==> src/rtl/core/apa_ser_pkg.sv <==
`timescale 1ns / 1ps
`default_nettype none

package apa_ser_pkg;

    localparam int PIXEL_COUNT    = 8;
    localparam int PIX_IDX_W      = (PIXEL_COUNT > 1) ? $clog2(PIXEL_COUNT) : 1;
    localparam int BITS_PER_PIXEL = 32;
    localparam int PIXEL_BITS     = PIXEL_COUNT * BITS_PER_PIXEL;

    localparam int CFG_W     = 6;
    localparam int CFG_IDX_W = 1;

    // longest frame: both zero runs at their maximum plus all pixel bits
    localparam int MAX_FRAME = 2 * ((1 << CFG_W) - 1) + PIXEL_BITS;
    localparam int POS_W     = $clog2(MAX_FRAME + 1);

    localparam logic [1:0] CMD_TICK  = 2'd0;
    localparam logic [1:0] CMD_SET   = 2'd1;
    localparam logic [1:0] CMD_CLEAR = 2'd2;
    localparam logic [1:0] CMD_SHOW  = 2'd3;

    localparam logic [CFG_IDX_W-1:0] CFG_START_ZERO = 1'd0;
    localparam logic [CFG_IDX_W-1:0] CFG_END_ZERO   = 1'd1;

    localparam logic [CFG_W-1:0] START_ZERO_RESET = 6'd32;
    localparam logic [CFG_W-1:0] END_ZERO_RESET   = 6'd36;

    // top three bits of the brightness byte are always set
    localparam logic [2:0] LED_FRAME_MARK = 3'b111;

    typedef struct packed {
        logic [4:0] level;
        logic [7:0] red;
        logic [7:0] green;
        logic [7:0] blue;
    } pixel_t;

    typedef struct packed {
        logic       wr_en;
        logic       clear;
        logic [2:0] idx;
        pixel_t     data;
    } store_ctrl_t;

    typedef struct packed {
        logic data_bit;
        logic clock_pulse;
        logic busy;
        logic done;
    } result_t;

endpackage

`default_nettype wire

==> src/rtl/core/apa_ser_pixel_store.sv <==
`timescale 1ns / 1ps
`default_nettype none

module apa_ser_pixel_store (
    input  wire logic                               clk,
    input  wire logic                               rst_n,
    input  wire apa_ser_pkg::store_ctrl_t           ctrl,
    input  wire logic [apa_ser_pkg::PIX_IDX_W-1:0]  rd_idx,
    output apa_ser_pkg::pixel_t                     rd_data
);

    apa_ser_pkg::pixel_t store_reg [apa_ser_pkg::PIXEL_COUNT];

    // out-of-range set items match no entry and fall through
    always_ff @(posedge clk or negedge rst_n)
    begin
        if (!rst_n)
        begin
            for (int i = 0; i < apa_ser_pkg::PIXEL_COUNT; i++)
            begin
                store_reg[i] <= '0;
            end
        end
        else
        begin
            for (int i = 0; i < apa_ser_pkg::PIXEL_COUNT; i++)
            begin
                if (ctrl.clear)
                begin
                    store_reg[i] <= '0;
                end
                else if (ctrl.wr_en && (int'(ctrl.idx) == i))
                begin
                    store_reg[i] <= ctrl.data;
                end
            end
        end
    end

    assign rd_data = store_reg[rd_idx];

endmodule

`default_nettype wire

==> src/rtl/core/apa_ser_frame_ctrl.sv <==
`timescale 1ns / 1ps
`default_nettype none

module apa_ser_frame_ctrl (
    input  wire logic                               clk,
    input  wire logic                               rst_n,
    input  wire logic                               take,
    input  wire logic [1:0]                         command,
    input  wire logic [2:0]                         pixel,
    input  wire logic [4:0]                         brightness_level,
    input  wire logic [7:0]                         red,
    input  wire logic [7:0]                         green,
    input  wire logic [7:0]                         blue,
    input  wire logic [apa_ser_pkg::CFG_W-1:0]      start_cfg,
    input  wire logic [apa_ser_pkg::CFG_W-1:0]      end_cfg,
    input  wire apa_ser_pkg::pixel_t                rd_data,
    output logic [apa_ser_pkg::PIX_IDX_W-1:0]       rd_idx,
    output apa_ser_pkg::store_ctrl_t                store_ctrl,
    output apa_ser_pkg::result_t                    result
);

    logic                                sending_reg;
    logic                                sending_next;
    logic [apa_ser_pkg::POS_W-1:0]       bit_pos_reg;
    logic [apa_ser_pkg::POS_W-1:0]       bit_pos_next;
    logic [apa_ser_pkg::CFG_W-1:0]       start_len_reg;
    logic [apa_ser_pkg::CFG_W-1:0]       start_len_next;
    logic [apa_ser_pkg::POS_W-1:0]       total_len_reg;
    logic [apa_ser_pkg::POS_W-1:0]       total_len_next;

    logic [apa_ser_pkg::POS_W-1:0]       q;
    logic [apa_ser_pkg::POS_W-1:0]       pos_inc;
    logic                                in_pixels;
    logic                                last_bit;
    logic [7:0]                          px_byte;
    logic                                frame_bit;

    // offset into the pixel section
    assign q         = bit_pos_reg - apa_ser_pkg::POS_W'(start_len_reg);
    assign in_pixels = (bit_pos_reg >= apa_ser_pkg::POS_W'(start_len_reg))
                       && (q < apa_ser_pkg::POS_W'(apa_ser_pkg::PIXEL_BITS));
    assign rd_idx    = q[apa_ser_pkg::PIX_IDX_W+4:5];
    assign pos_inc   = bit_pos_reg + 1'b1;
    assign last_bit  = (pos_inc >= total_len_reg);

    always_comb
    begin
        case (q[4:3])
            2'd0:    px_byte = {apa_ser_pkg::LED_FRAME_MARK, rd_data.level};
            2'd1:    px_byte = rd_data.red;
            2'd2:    px_byte = rd_data.green;
            default: px_byte = rd_data.blue;
        endcase
    end

    // msb first: bit 7 - q[2:0]
    assign frame_bit = in_pixels & px_byte[~q[2:0]];

    always_comb
    begin
        sending_next      = sending_reg;
        bit_pos_next      = bit_pos_reg;
        start_len_next    = start_len_reg;
        total_len_next    = total_len_reg;
        result            = '0;
        store_ctrl        = '0;
        store_ctrl.idx    = pixel;
        store_ctrl.data   = '{level: brightness_level, red: red, green: green, blue: blue};

        if (command == apa_ser_pkg::CMD_TICK)
        begin
            if (sending_reg)
            begin
                result.data_bit    = frame_bit;
                result.clock_pulse = 1'b1;
                if (last_bit)
                begin
                    sending_next = 1'b0;
                    bit_pos_next = '0;
                    result.done  = 1'b1;
                end
                else
                begin
                    bit_pos_next = pos_inc;
                    result.busy  = 1'b1;
                end
            end
        end
        else if (sending_reg)
        begin
            result.busy = 1'b1;
        end
        else
        begin
            unique case (command)
                apa_ser_pkg::CMD_SET:
                begin
                    store_ctrl.wr_en = take;
                end
                apa_ser_pkg::CMD_CLEAR:
                begin
                    store_ctrl.clear = take;
                end
                apa_ser_pkg::CMD_SHOW:
                begin
                    start_len_next = start_cfg;
                    total_len_next = apa_ser_pkg::POS_W'(start_cfg)
                                     + apa_ser_pkg::POS_W'(apa_ser_pkg::PIXEL_BITS)
                                     + apa_ser_pkg::POS_W'(end_cfg);
                    bit_pos_next   = '0;
                    sending_next   = 1'b1;
                    result.busy    = 1'b1;
                end
                default:
                begin
                end
            endcase
        end
    end

    always_ff @(posedge clk or negedge rst_n)
    begin
        if (!rst_n)
        begin
            sending_reg   <= 1'b0;
            bit_pos_reg   <= '0;
            start_len_reg <= '0;
            total_len_reg <= '0;
        end
        else if (take)
        begin
            sending_reg   <= sending_next;
            bit_pos_reg   <= bit_pos_next;
            start_len_reg <= start_len_next;
            total_len_reg <= total_len_next;
        end
    end

    a_pos_in_frame: assert property (@(posedge clk) disable iff (!rst_n)
        sending_reg |-> (bit_pos_reg < total_len_reg))
        else $error("bit position ran past frame length");

    a_idle_pos_zero: assert property (@(posedge clk) disable iff (!rst_n)
        !sending_reg |-> (bit_pos_reg == '0))
        else $error("bit position not parked while idle");

    a_done_ends_frame: assert property (@(posedge clk) disable iff (!rst_n)
        (take && result.done) |=> !sending_reg)
        else $error("frame still running after last bit");

endmodule

`default_nettype wire

==> src/rtl/core/apa102_frame_serializer.sv <==
`timescale 1ns / 1ps
`default_nettype none

// channel   | handshake              | payload
// ----------+------------------------+----------------------------------------------
// command   | cmd_valid / cmd_stall  | command, pixel, brightness_level, red, green,
//           |                        | blue
// result    | res_valid / res_stall  | data_bit, clock_pulse, busy_res, frame_done
// config    | cfg_write              | cfg_index, cfg_data
//
// one item per cycle while cmd_stall is low: the result of each transfer lands in the
// output register on the next edge
// reset clears the pixel store to level zero and black, idles the frame engine and
// loads the zero-run registers with 32 and 36
// cmd_stall rises only while a result sits in the output register and res_stall is
// high; a result taken in the same cycle frees the slot for the next transfer

module apa102_frame_serializer (
    input  wire logic                                  clk,
    input  wire logic                                  rst_n,

    input  wire logic                                  cmd_valid,
    output logic                                       cmd_stall,
    input  wire logic [1:0]                            command,
    input  wire logic [2:0]                            pixel,
    input  wire logic [4:0]                            brightness_level,
    input  wire logic [7:0]                            red,
    input  wire logic [7:0]                            green,
    input  wire logic [7:0]                            blue,

    output logic                                       res_valid,
    input  wire logic                                  res_stall,
    output logic                                       data_bit,
    output logic                                       clock_pulse,
    output logic                                       busy_res,
    output logic                                       frame_done,

    input  wire logic                                  cfg_write,
    input  wire logic [apa_ser_pkg::CFG_IDX_W-1:0]     cfg_index,
    input  wire logic [apa_ser_pkg::CFG_W-1:0]         cfg_data
);

    // zero-run lengths, copied into the frame engine when a show is taken
    logic [apa_ser_pkg::CFG_W-1:0]           start_cfg_reg;
    logic [apa_ser_pkg::CFG_W-1:0]           end_cfg_reg;

    // output register
    logic                                    res_valid_reg;
    apa_ser_pkg::result_t                    res_reg;

    logic                                    take;
    apa_ser_pkg::store_ctrl_t                store_ctrl;
    logic [apa_ser_pkg::PIX_IDX_W-1:0]       rd_idx;
    apa_ser_pkg::pixel_t                     rd_data;
    apa_ser_pkg::result_t                    result;

    // the slot is free when empty or drained in this cycle
    assign cmd_stall = res_valid_reg & res_stall;
    assign take      = cmd_valid & ~cmd_stall;

    always_ff @(posedge clk or negedge rst_n)
    begin
        if (!rst_n)
        begin
            start_cfg_reg <= apa_ser_pkg::START_ZERO_RESET;
            end_cfg_reg   <= apa_ser_pkg::END_ZERO_RESET;
        end
        else if (cfg_write)
        begin
            unique case (cfg_index)
                apa_ser_pkg::CFG_START_ZERO: start_cfg_reg <= cfg_data;
                apa_ser_pkg::CFG_END_ZERO:   end_cfg_reg   <= cfg_data;
                default:
                begin
                end
            endcase
        end
    end

    apa_ser_pixel_store u_store (
        .clk     (clk),
        .rst_n   (rst_n),
        .ctrl    (store_ctrl),
        .rd_idx  (rd_idx),
        .rd_data (rd_data)
    );

    apa_ser_frame_ctrl u_frame (
        .clk              (clk),
        .rst_n            (rst_n),
        .take             (take),
        .command          (command),
        .pixel            (pixel),
        .brightness_level (brightness_level),
        .red              (red),
        .green            (green),
        .blue             (blue),
        .start_cfg        (start_cfg_reg),
        .end_cfg          (end_cfg_reg),
        .rd_data          (rd_data),
        .rd_idx           (rd_idx),
        .store_ctrl       (store_ctrl),
        .result           (result)
    );

    // control bit of the output register
    always_ff @(posedge clk or negedge rst_n)
    begin
        if (!rst_n)
        begin
            res_valid_reg <= 1'b0;
        end
        else if (take)
        begin
            res_valid_reg <= 1'b1;
        end
        else if (!res_stall)
        begin
            res_valid_reg <= 1'b0;
        end
    end

    // result payload, held while stalled
    always_ff @(posedge clk)
    begin
        if (take)
        begin
            res_reg <= result;
        end
    end

    assign res_valid   = res_valid_reg;
    assign data_bit    = res_reg.data_bit;
    assign clock_pulse = res_reg.clock_pulse;
    assign busy_res    = res_reg.busy;
    assign frame_done  = res_reg.done;

    a_stall_only_full: assert property (@(posedge clk) disable iff (!rst_n)
        cmd_stall |-> res_valid)
        else $error("command stalled with empty output register");

    a_transfer_loads: assert property (@(posedge clk) disable iff (!rst_n)
        (cmd_valid && !cmd_stall) |=> res_valid)
        else $error("accepted command produced no result");

    a_done_shape: assert property (@(posedge clk) disable iff (!rst_n)
        (res_valid && frame_done) |-> (clock_pulse && !busy_res))
        else $error("frame end result malformed");

endmodule

`default_nettype wire
==> config.mk <==
export PLATFORM = sky130hd
export DESIGN_NAME = apa102_frame_serializer
export DESIGN_NICKNAME = d
export VERILOG_FILES = /design/src/rtl/core/apa_ser_pkg.sv /design/src/rtl/core/apa_ser_pixel_store.sv /design/src/rtl/core/apa_ser_frame_ctrl.sv /design/src/rtl/core/apa102_frame_serializer.sv
export SDC_FILE = /design/constraint.sdc
export NUM_CORES = 1
export LEC_CHECK = 0
export BUFFER_PORTS_ARGS = -buffer_cell sky130_fd_sc_hd__buf_2
export CORE_ASPECT_RATIO = 1.25
export CORE_UTILIZATION = 45
export CTS_CLUSTER_DIAMETER = 100
export DETAILED_ROUTE_END_ITERATION = 16
export SETUP_SLACK_MARGIN = 0.3
export SYNTH_ARGS = -nofsm -noshare
export SYNTH_HDL_FRONTEND = slang
export SYNTH_SLANG_ARGS = --single-unit
==> constraint.sdc <==
create_clock -name clk -period 3.4 [get_ports clk]
set_clock_uncertainty 0.15 [all_clocks]
set_input_delay 0.34 -clock clk [delete_from_list [all_inputs] [get_ports clk]]
set_output_delay 0.34 -clock clk [all_outputs]
set_load 0.05 [all_outputs]
==> flow_metrics.py, run 1 <==
metrics = {
    "worst_setup_path": {
        "ff2ff_path_depth": 15,
        "cp-end-kind": "flop",
        "critical_path_class": "reg2reg",
        "cp_max_fo": 14,
        "crit_required_ns": 3.56,
        "critPathArrivalTime_ns": 3.98,
        "worstSetupStartpointType": "flop",
    },
    "logic_synthesis": {
        "synth_flop_cell": "dfrtp_1",
        "ys_seq_area_share_pct": 44.1,
        "synth_cell_types": 77,
        "synth_edf_count": 4,
        "yosys_register_bits": 273,
        "synth_cells": 1833,
        "yosys_warnings": 0,
        "avgSynthCellArea_um2": 8.48,
        "syn_nets": 1908,
        "syn_area_um2": 15500,
        "async_reset_ff_share_pct": 98.5,
    },
    "route": {
        "dr_total_vias": 14500,
        "drcViolationCount": 0,
        "vias_per_cell": 6.04,
        "first_pass_iters": 6,
        "ant_nets": 0,
        "drt_iter0_drc": 1441,
        "wirelength_um": 52000,
        "wl_per_cell_um": 21.7,
    },
    "global_route": {
        "grt-ovfl-total": 0,
        "antenna_found_initial": 0,
        "grt_pass1_wl_um": 81400,
        "grt_util_all_layers_pct": 29.7,
        "grt_pass1_vias": 14300,
        "grt_max_degree": 72,
    },
    "sta": {
        "rsz0062_at_grt": "true",
        "slew_viol_final": 0,
        "finalCritPeriodShare_pct": 112,
        "tightest_slew_ns": 0.869,
        "worst_slack_ns": -0.413,
        "hold_violations": 0,
        "max_freq_ghz": 0.262,
        "post-route-min-period_ns": 3.81,
        "setup-violations-final": 1,
        "hold_ws_ns": 0.0316,
        "maxSlewHeadroom_pct": 41.9,
    },
    "power": {
        "power.share.clock_pct": 36.5,
        "internal-power_mw": 6.31,
        "p_leak_nw": 7.80,
        "powerDensity_nw_per_um2": 485,
        "p_total_mw": 9.05,
        "ir_worst_vdd_v": 0.000370,
        "swShare_pct": 30.4,
        "power_frac_seq_pct": 37.9,
        "p_comb_share_pct": 25.7,
        "switching_power_mw": 2.75,
    },
    "finish": {
        "nets": 2029,
        "layout_commonest_cell": "nand2_1",
        "area_delta_synth_final_pct": 20.1,
        "drive_gt1_share_pct": 18.0,
        "final_cell_mix": "nand2_1 (591), a21oi_1 (279), dfrtp_1 (264), buf_4 (148), a221oi_1 (59)",
        "antennaDiodeCount": 0,
        "largest_reg_flops": 232,
    },
    "clock_network": {
        "insertion_delay_ns": 0.57,
        "htree_num_levels": 1,
        "clock_path_buffers": 3,
        "cts_tree": "built",
        "cts_buffers": 30,
        "clkTransAtPathRegs_ns": 0.06,
        "numClockSinks": 273,
        "cts-root-buf": "clkbuf_16",
    },
    "placed_design": {
        "gp_congestion": 0.918,
        "dp_hpwl_um": 32800,
        "port_buffers": 51,
    },
    "floorplanning": {
        "ios": 52,
        "die_area_um2": 35300,
        "start_util_pct": 46.0,
        "die_w_um": 168,
        "coreArea_um2": 33800,
        "rows": 75,
        "die_h_um": 210,
    },
    "status": {
        "status": "finished with violations",
        "violations": "setup timing",
    },
    "worst_hold_path": {
        "worstHoldPathType": "in2reg",
        "whs_path_depth": 3,
    },
    "run": {
        "cap_violations": 0,
    },
}
==> stage by stage <==
step	cell area, µm²	instances	worst slack, ns	util, %	setup TNS, ns
6_report	18700	2400	-0.413	55.3	-0.413
5_1_grt	18700	2400	-0.599	55.3	-0.599
4_1_cts	18500	2394	-0.371	54.8	-0.371
3_5_place_dp	17000	2294	-0.778	50.4	-0.778
3_3_place_gp	17000	2294	-0.766	50.4	-0.766
2_1_floorplan	15500	1833	-0.0996	-	-0.0996
==> cell usage after synthesis (all sizes together), types with 4 or more instances <==
cell,number,share of area [%]
nand2,592,14
a221oi,60,3.4
or2,4,0.16
nand4,6,0.24
nor3,17,0.55
mux4,11,1.6
ha,27,2.2
nor2,31,0.81
clkbuf,106,2.7
a21o,11,0.53
o211ai,7,0.34
o22ai,25,1.0
edfxtp,4,0.77
a21oi,283,9.2
a211oi,5,0.27
mux2i,59,3.8
nand3b,4,0.19
xor2,7,0.39
nor3b,4,0.19
o21ai,22,0.73
or3,6,0.24
inv,29,0.70
xnor2,11,0.67
a32o,9,0.58
nor4,4,0.16
nand2b,4,0.16
and3,6,0.24
a22oi,23,1.1
o311ai,4,0.23
a2111oi,9,0.67
a221o,10,0.64
buf,69,2.7
a31oi,11,0.58
mux2,17,1.2
nand3,31,1.0
dfrtp,266,43
a32oi,8,0.45
==> metal layers <==
| metal | up-vias | share of wire (%) | global-route usage, % |
|---|---|---|---|
| met5 | - | 0 | 0 |
| met4 | 0 | 5.3 | 15.2 |
| met3 | 173 | 6.6 | 4.19 |
| met2 | 606 | 48 | 49.0 |
| met1 | 7077 | 40 | 38.2 |
| li1 | 6642 | - | - |
==> final timing paths <==
kind                       slack [ns]                       end                startpoint
max                             -0.41                  data_bit    u_frame.bit_pos_reg[0]
min                              0.03          start_cfg_reg[1]                 cfg_index
max reg2reg                     -0.41                  data_bit    u_frame.bit_pos_reg[0]
min reg2reg                      0.30  u_frame.total_len_reg[8]  u_frame.total_len_reg[8]
max in group asynchronous        1.97    u_store.store_reg[166]                     rst_n
min in group asynchronous        0.19    u_store.store_reg[164]                     rst_n
==> logic make-up (layout without fill, tap and decap cells) <==
group | count (synthesis) | after routing | synth area share, %
adder cells (fa/ha/maj) | 29 | 29 | 2.43
AND/OR/NAND/NOR | 713 | 713 | 18.4
flip-flops | 273 | 273 | 44.1
buffers and inverters | 204 | 347 | 6.09
AO/OA/AOI/OAI | 509 | 510 | 21.2
XOR/XNOR | 18 | 18 | 1.06
multiplexers | 87 | 87 | 6.65
==> cell type report <==
type	instances	area, µm²
Inverter	29	109
Fill cell	3000	15100
Multi-Input combinational cell	1357	7970
Tap cell	423	529
Timing Repair Buffer	263	2210
Sequential cell	273	6860
Clock inverter	9	100
Clock buffer	46	892
==> critical path, cell delays in order, from the launching register on <==
cell	delay [ns]
dfrtp_1	0.38
inv_1	0.06
ha_1	0.15
inv_1	0.06
fa_2	0.38
a211oi_4	0.30
nor2_1	0.15
mux2i_4	0.26
buf_12	0.19
a221o_1	0.30
nand2_1	0.07
o21ai_0	0.08
a32oi_1	0.26
nand4_1	0.13
a221o_1	0.38
a32o_1	0.26
==> power by group through the flow <==
stage                     Sequential (mW)  Clock, mW  Combinational, mW
after CTS                            3.43       3.36               2.24
after global placement               3.48          0               2.11
final                                3.43       3.30               2.32
after global routing                 3.44       3.48               2.48
after detailed placement             3.48          0               2.13
after floorplan                      3.47          0               1.16
==> timing repair <==
action / CTS / global route
endpoints found under the setup margin: 5 / 5
cloned: 1 / 1
resized for setup: 14 / 24
hold buffers: 38 / 0
buffers inserted: 6 / 5
endpoints found under the hold margin: 312 / 0
pin swaps: 16 / 14
Note: power is estimated with default switching activity, not from simulation.
==> run 2, diff against run 1 <==
--- a/config.mk
+++ b/config.mk
@@ -5,11 +5,13 @@
 export SDC_FILE = /design/constraint.sdc
 export NUM_CORES = 1
 export LEC_CHECK = 0
+export ABC_AREA = 1
 export BUFFER_PORTS_ARGS = -buffer_cell sky130_fd_sc_hd__buf_2
 export CORE_ASPECT_RATIO = 1.25
 export CORE_UTILIZATION = 45
 export CTS_CLUSTER_DIAMETER = 100
 export DETAILED_ROUTE_END_ITERATION = 16
+export GPL_TIMING_DRIVEN = 0
 export SETUP_SLACK_MARGIN = 0.3
 export SYNTH_ARGS = -nofsm -noshare
 export SYNTH_HDL_FRONTEND = slang
==> constraint.sdc (replaced) <==
create_clock -name clk -period 3.69 [get_ports clk]
set_clock_uncertainty 0.15 [all_clocks]
set_input_delay 0.369 -clock clk [delete_from_list [all_inputs] [get_ports clk]]
set_output_delay 0.369 -clock clk [all_outputs]
set_load 0.05 [all_outputs]
==> run 2 against run 1 <==
Against the previous run: the flow now finishes without violations; synthesized cell count shrank 4.2%; combinational power grew to 3.6 times the previous value; hold slack improved by 0.045 ns; highest routed layer unchanged.
==> flow_metrics.py, run 2 <==
metrics = {
    "global_route": {
        "grt-ovfl-total": 0,
        "antenna_found_initial": 0,
        "grt_util_all_layers_pct": 31.7,
        "use_met3_pct": 5.24,
        "use_met2_pct": 50.8,
        "top_usage_layer": "met2",
        "grt_pass1_wl_um": 73100,
        "grt.met1_usage_pct": 41.1,
        "grt_max_degree": 119,
        "grt_pass1_vias": 12300,
    },
    "worst_setup_path": {
        "crit_required_ns": 3.87,
        "cp_max_fo": 10,
        "cp_common_cell": "nand2_1",
        "critPathMaxStageDelay_ns": 0.42,
        "critical_path.top_delay_family": "simple AND/OR/NAND/NOR gates",
        "path_buf_inv": 2,
        "cp_slowest_cell": "dfrtp_1",
        "cp_cell_sequence": "ha_1 -> nand2_1 -> nor2_1 -> nand2_1 -> nand3_2 -> nand2_4 -> nand2_4 -> buf_6 -> buf_4 -> nand2_1 -> nand3_1 -> nand3_1 -> nand3_1 -> nand2_1 -> o21ai_1 -> nand2_1 -> nand2_1 -> nand3_1 -> nand2_1 -> nor2_1",
        "worstSetupStartpointType": "flop",
        "regToRegSetupSlack_ns": 0.32,
        "critical_path_class": "reg2reg",
        "cp-end-kind": "flop",
        "critPathArrivalTime_ns": 3.55,
    },
    "sta": {
        "tightest_slew_ns": 0.951,
        "tns_ns": 0,
        "setup-violations-final": 0,
        "max_freq_ghz": 0.297,
        "hold_ws_ns": 0.0763,
        "slew_viol_final": 0,
        "worst_slack_ns": 0.319,
        "post-route-min-period_ns": 3.37,
        "maxSlewHeadroom_pct": 36.6,
        "hold_violations": 0,
        "rsz0062_at_grt": "true",
        "finalCritPeriodShare_pct": 91.4,
    },
    "placed_design": {
        "place_area_um2": 14500,
        "dp.cells": 2210,
        "dp_hpwl_um": 32000,
        "post-place-ws_ns": -0.112,
        "gp_congestion": 0.915,
        "port_buffers": 51,
    },
    "clock_network": {
        "insertion_delay_ns": 0.58,
        "cts_buffers": 30,
        "clkTransAtPathRegs_ns": 0.06,
        "cts-root-buf": "clkbuf_16",
        "numClockSinks": 273,
        "clock_path_buffers": 3,
        "htree_num_levels": 1,
        "cts_tree": "built",
    },
    "logic_synthesis": {
        "synth_edf_count": 4,
        "synth_top_family_by_area": "simple AND/OR/NAND/NOR gates",
        "ys_seq_area_share_pct": 50.0,
        "synth_cells": 1756,
        "async_reset_ff_share_pct": 98.5,
        "synth.most_common_cell": "nand2_1",
        "synth.largest_area_cell": "dfrtp_1",
        "synthXorXnorAreaFrac_pct": 0.575,
        "synth_cell_types": 36,
        "synthMuxAreaShare_pct": 0,
        "syn_area_um2": 13700,
        "synth_flop_cell": "dfrtp_1",
        "synthTopCellsByArea": "dfrtp_1 (49%), nand2_1 (15%), o21ai_0 (9.5%)",
        "syn_nets": 1831,
        "yosys-top-cells-count": "nand2_1 (536), dfrtp_1 (266), o21ai_0 (260)",
        "synth_top_area_share_pct": 48.5,
        "yosys_register_bits": 273,
        "avgSynthCellArea_um2": 7.81,
        "yosys_warnings": 0,
        "synth_compound_area_share_pct": 11.5,
        "synth_fa_ha_area_share_pct": 2.76,
        "synthSimpleGateAreaFrac_pct": 26.9,
    },
    "route": {
        "first_pass_iters": 6,
        "wl_per_cell_um": 21.1,
        "drcViolationCount": 0,
        "dr_total_vias": 12800,
        "vias_per_cell": 5.59,
        "wirelength_um": 48000,
        "ant_nets": 0,
        "drt_iter0_drc": 1128,
    },
    "power": {
        "p_total_mw": 16.1,
        "powerDensity_nw_per_um2": 1010,
        "ir_worst_vdd_v": 0.000469,
        "p_leak_nw": 7.91,
    },
    "floorplanning": {
        "ios": 52,
        "start_util_pct": 45.7,
        "die_h_um": 197,
        "die_area_um2": 31200,
        "rows": 71,
        "die_w_um": 158,
        "coreArea_um2": 30000,
    },
    "finish": {
        "antennaDiodeCount": 0,
        "layout_commonest_cell": "nand2_1",
        "largest_reg_flops": 232,
        "nets": 1932,
        "finalNonFillerCells": 2281,
        "drive_gt1_share_pct": 9.63,
        "area_delta_synth_final_pct": 16.1,
        "final_cell_mix": "nand2_1 (534), dfrtp_1 (266), o21ai_0 (260), nand3_1 (242), inv_1 (165)",
        "final_cell_area_um2": 15900,
        "fin_util_pct": 53.0,
    },
    "run": {
        "cap_violations": 0,
    },
    "worst_hold_path": {
        "worstHoldPathType": "in2reg",
    },
    "status": {
        "status": "completed",
    },
}
==> run 2: cell families after synthesis <==
| group | after synthesis |
|---|---|
| and+or+nand+nor | 860 |
| DFF | 273 |
| xor gates and xnor gates | 9 |
| buffers and inverters | 281 |
| adders and majority gates | 29 |
| AOI/OAI and AO/OA | 304 |
==> run 2: routing by layer <==
layer	up-vias	wire, µm
met4	0	2320
met3	135	3890
met5	-	0
met2	589	22300
met1	6127	19500
li1	5908	-
==> run 2: path summary, 6_finish.rpt <==
kind / startpoint / end / depth (start not counted)
min in group asynchronous: rst_n / u_store.store_reg[169] / 2
worst max register to register: u_frame.bit_pos_reg[4] / data_bit / 20
max in group asynchronous: rst_n / u_store.store_reg[33] / 4
worst min register to register: u_store.store_reg[189] / u_store.store_reg[189] / 2
worst max-delay path: u_frame.bit_pos_reg[4] / data_bit / 20
worst min-delay path: green[4] / u_store.store_reg[186] / 3
==> run 2: power breakdown <==
part / internal [mW] / total [mW] / switching, mW
logic: 2.71 / 8.41 / 5.70
registers: 4.06 / 4.59 / 0.531
clock network: 1.85 / 3.11 / 1.26
==> run 2: layout make-up <==
type | instances | area, µm²
buffer | 106 | 583
clock buffer | 48 | 930
clock inverter | 7 | 87.6
fill | 3055 | 14100
inverter | 175 | 657
multi-input combinational | 1203 | 5830
sequential | 273 | 6860
tap | 401 | 502
timing repair buffer | 68 | 465
==> run 2: what timing repair did <==
item                       in CTS  in global routing
gates resized for setup        46                 28
hold endpoints to repair      130                  0
hold buffers                   13                  0
pin swaps                       0                  1
cloned                          0                  1
setup endpoints to repair       1                 72
setup buffers                   0                  2
==> run 2: tightest hold or removal path, cell delays in order <==
cell and delay [ns]:
buf_2 0.09, nand2_1 0.17, o21ai_0 0.12
==> run 3, diff against run 2 <==
--- a/config.mk
+++ b/config.mk
@@ -9,6 +9,7 @@
 export BUFFER_PORTS_ARGS = -buffer_cell sky130_fd_sc_hd__buf_2
 export CORE_ASPECT_RATIO = 1.25
 export CORE_UTILIZATION = 45
+export CTS_BUF_LIST = sky130_fd_sc_hd__clkbuf_16
 export CTS_CLUSTER_DIAMETER = 100
 export DETAILED_ROUTE_END_ITERATION = 16
 export GPL_TIMING_DRIVEN = 0
==> run 3 against run 2 <==
Against the previous run: largest power group unchanged; largest cell class unchanged; final cell count is the same; fmax down 0.95%; wire length grew 0.19%; sequential power hardly changed; die area did not move.
==> flow_metrics.py, run 3 (synthesized netlist as in run 2, its figures left out) <==
metrics = {
    "clock_network": {
        "cts_buffers": 30,
        "clkTransAtPathRegs_ns": 0.06,
        "numClockSinks": 273,
        "insertion_delay_ns": 0.58,
        "htree_num_levels": 1,
        "clock_path_buffers": 3,
        "cts-root-buf": "clkbuf_16",
        "cts_tree": "built",
    },
    "route": {
        "first_pass_iters": 8,
        "drcViolationCount": 0,
        "vias_per_cell": 5.61,
        "drt_iter0_drc": 1263,
        "dr_total_vias": 12800,
        "ant_nets": 0,
        "wirelength_um": 48100,
        "wl_per_cell_um": 21.1,
    },
    "worst_setup_path": {
        "worstSetupStartpointType": "flop",
        "critPathArrivalTime_ns": 3.58,
        "cp_max_fo": 10,
        "cp-end-kind": "flop",
        "critical_path_class": "reg2reg",
        "crit_required_ns": 3.87,
    },
    "placed_design": {
        "port_buffers": 51,
        "dp_hpwl_um": 32000,
        "gp_congestion": 0.915,
    },
    "global_route": {
        "grt_pass1_wl_um": 73300,
        "antenna_found_initial": 0,
        "grt_pass1_vias": 12300,
        "grt_max_degree": 119,
        "grt_util_all_layers_pct": 31.8,
        "grt-ovfl-total": 0,
    },
    "sta": {
        "tns_ns": 0,
        "post-route-min-period_ns": 3.40,
        "rsz0062_at_grt": "true",
        "finalCritPeriodShare_pct": 92.2,
        "slew_viol_final": 0,
        "max_freq_ghz": 0.294,
        "hold_violations": 0,
        "setup-violations-final": 0,
        "maxSlewHeadroom_pct": 39.6,
        "tightest_slew_ns": 0.905,
        "hold_ws_ns": 0.0755,
    },
    "power": {
        "ir_worst_vdd_v": 0.000470,
        "powerDensity_nw_per_um2": 1010,
        "p_leak_nw": 7.90,
        "p_total_mw": 15.9,
    },
    "finish": {
        "largest_reg_flops": 232,
        "final_cell_mix": "nand2_1 (534), dfrtp_1 (266), o21ai_0 (260), nand3_1 (242), inv_1 (173)",
        "fillCellCount": 3074,
        "layout_commonest_cell": "nand2_1",
        "fin_util_pct": 52.7,
        "multi_input_area_um2": 5830,
        "register_area_um2": 6860,
        "area_delta_synth_final_pct": 15.4,
        "drive_gt1_share_pct": 9.15,
        "nets": 1932,
        "antennaDiodeCount": 0,
    },
    "run": {
        "cap_violations": 0,
    },
    "floorplanning": {
        "start_util_pct": 45.7,
        "die_area_um2": 31200,
        "die_w_um": 158,
        "die_h_um": 197,
        "ios": 52,
        "rows": 71,
        "coreArea_um2": 30000,
    },
    "worst_hold_path": {
        "worstHoldPathType": "in2reg",
    },
    "status": {
        "status": "completed",
    },
}
-- run 3: final cells by class --
class | count | area share, %
well taps | 401 | 3.17
clock buffers | 31 | 4.90
repair buffers | 68 | 2.94
inverters | 175 | 4.15
clock inverters | 24 | 0.957
plain buffers | 106 | 3.68
multi-input cells | 1203 | 36.9
flip-flops and latches | 273 | 43.3
-- run 3: what timing repair did --
| action | 4_1_cts | 5_1_grt |
|---|---|---|
| pin swaps | 0 | 1 |
| endpoints found under the setup margin | 1 | 73 |
| hold endpoints to repair | 130 | 0 |
| resized for setup | 46 | 28 |
| gates cloned | 0 | 1 |
| buffers inserted | 0 | 2 |
| hold buffers | 13 | 0 |
-- run 3: stage by stage --
stage                     worst slack (ns)  cell area (µm²)  std cells
after floorplan                      0.780            13700       1756
after global placement               -3.06            14500       2208
after detailed placement            -0.112            14500       2210
after CTS                            0.320            15700       2278
after global routing                 0.192            15800       2281
final                                0.286            15800       2281
-- run 3: critical path: stages (launching register included) --
cell and delay (ns):
dfrtp_1 0.43, ha_1 0.38, nand2_1 0.09, nor2_1 0.10
nand2_1 0.13, nand3_2 0.15, nand2_4 0.11, nand2_4 0.14
buf_6 0.17, buf_2 0.27, nand2_1 0.08, o211ai_1 0.09
nand3_1 0.09, nand3_1 0.19, nand3_2 0.14, nand2_1 0.10
nand3_1 0.07, nand2_1 0.06, nand2_1 0.04, nand2_1 0.10
nor2_1 0.06
-- run 3: worst paths after layout --
check	start	endpoint	slack, ns	cells after the start
setup / recovery	u_frame.bit_pos_reg[4]	data_bit	0.29	20
hold / removal	green[4]	u_store.store_reg[186]	0.08	3
setup reg to reg	u_frame.bit_pos_reg[4]	data_bit	0.29	20
hold reg to reg	u_store.store_reg[189]	u_store.store_reg[189]	0.33	2
max in group asynchronous	rst_n	u_store.store_reg[32]	1.82	4
min in group asynchronous	rst_n	u_store.store_reg[169]	0.09	2
-- run 3: power breakdown --
part / internal (mW) / total (mW) / switching [mW]
registers: 4.06 / 4.59 / 0.528
logic: 2.71 / 8.44 / 5.72
clock network: 1.64 / 2.90 / 1.26
-- run 3: metal layers --
metal  routed length [µm]  GRT usage, %  share of wire, %  up-vias
met5                    0             0                 0        -
met3                 3940          5.27               8.2      141
met4                 2350          16.2               4.9        0
met2                22400          50.9                46      604
li1                     -             -                 -     5908
met1                19500          41.2                40     6143
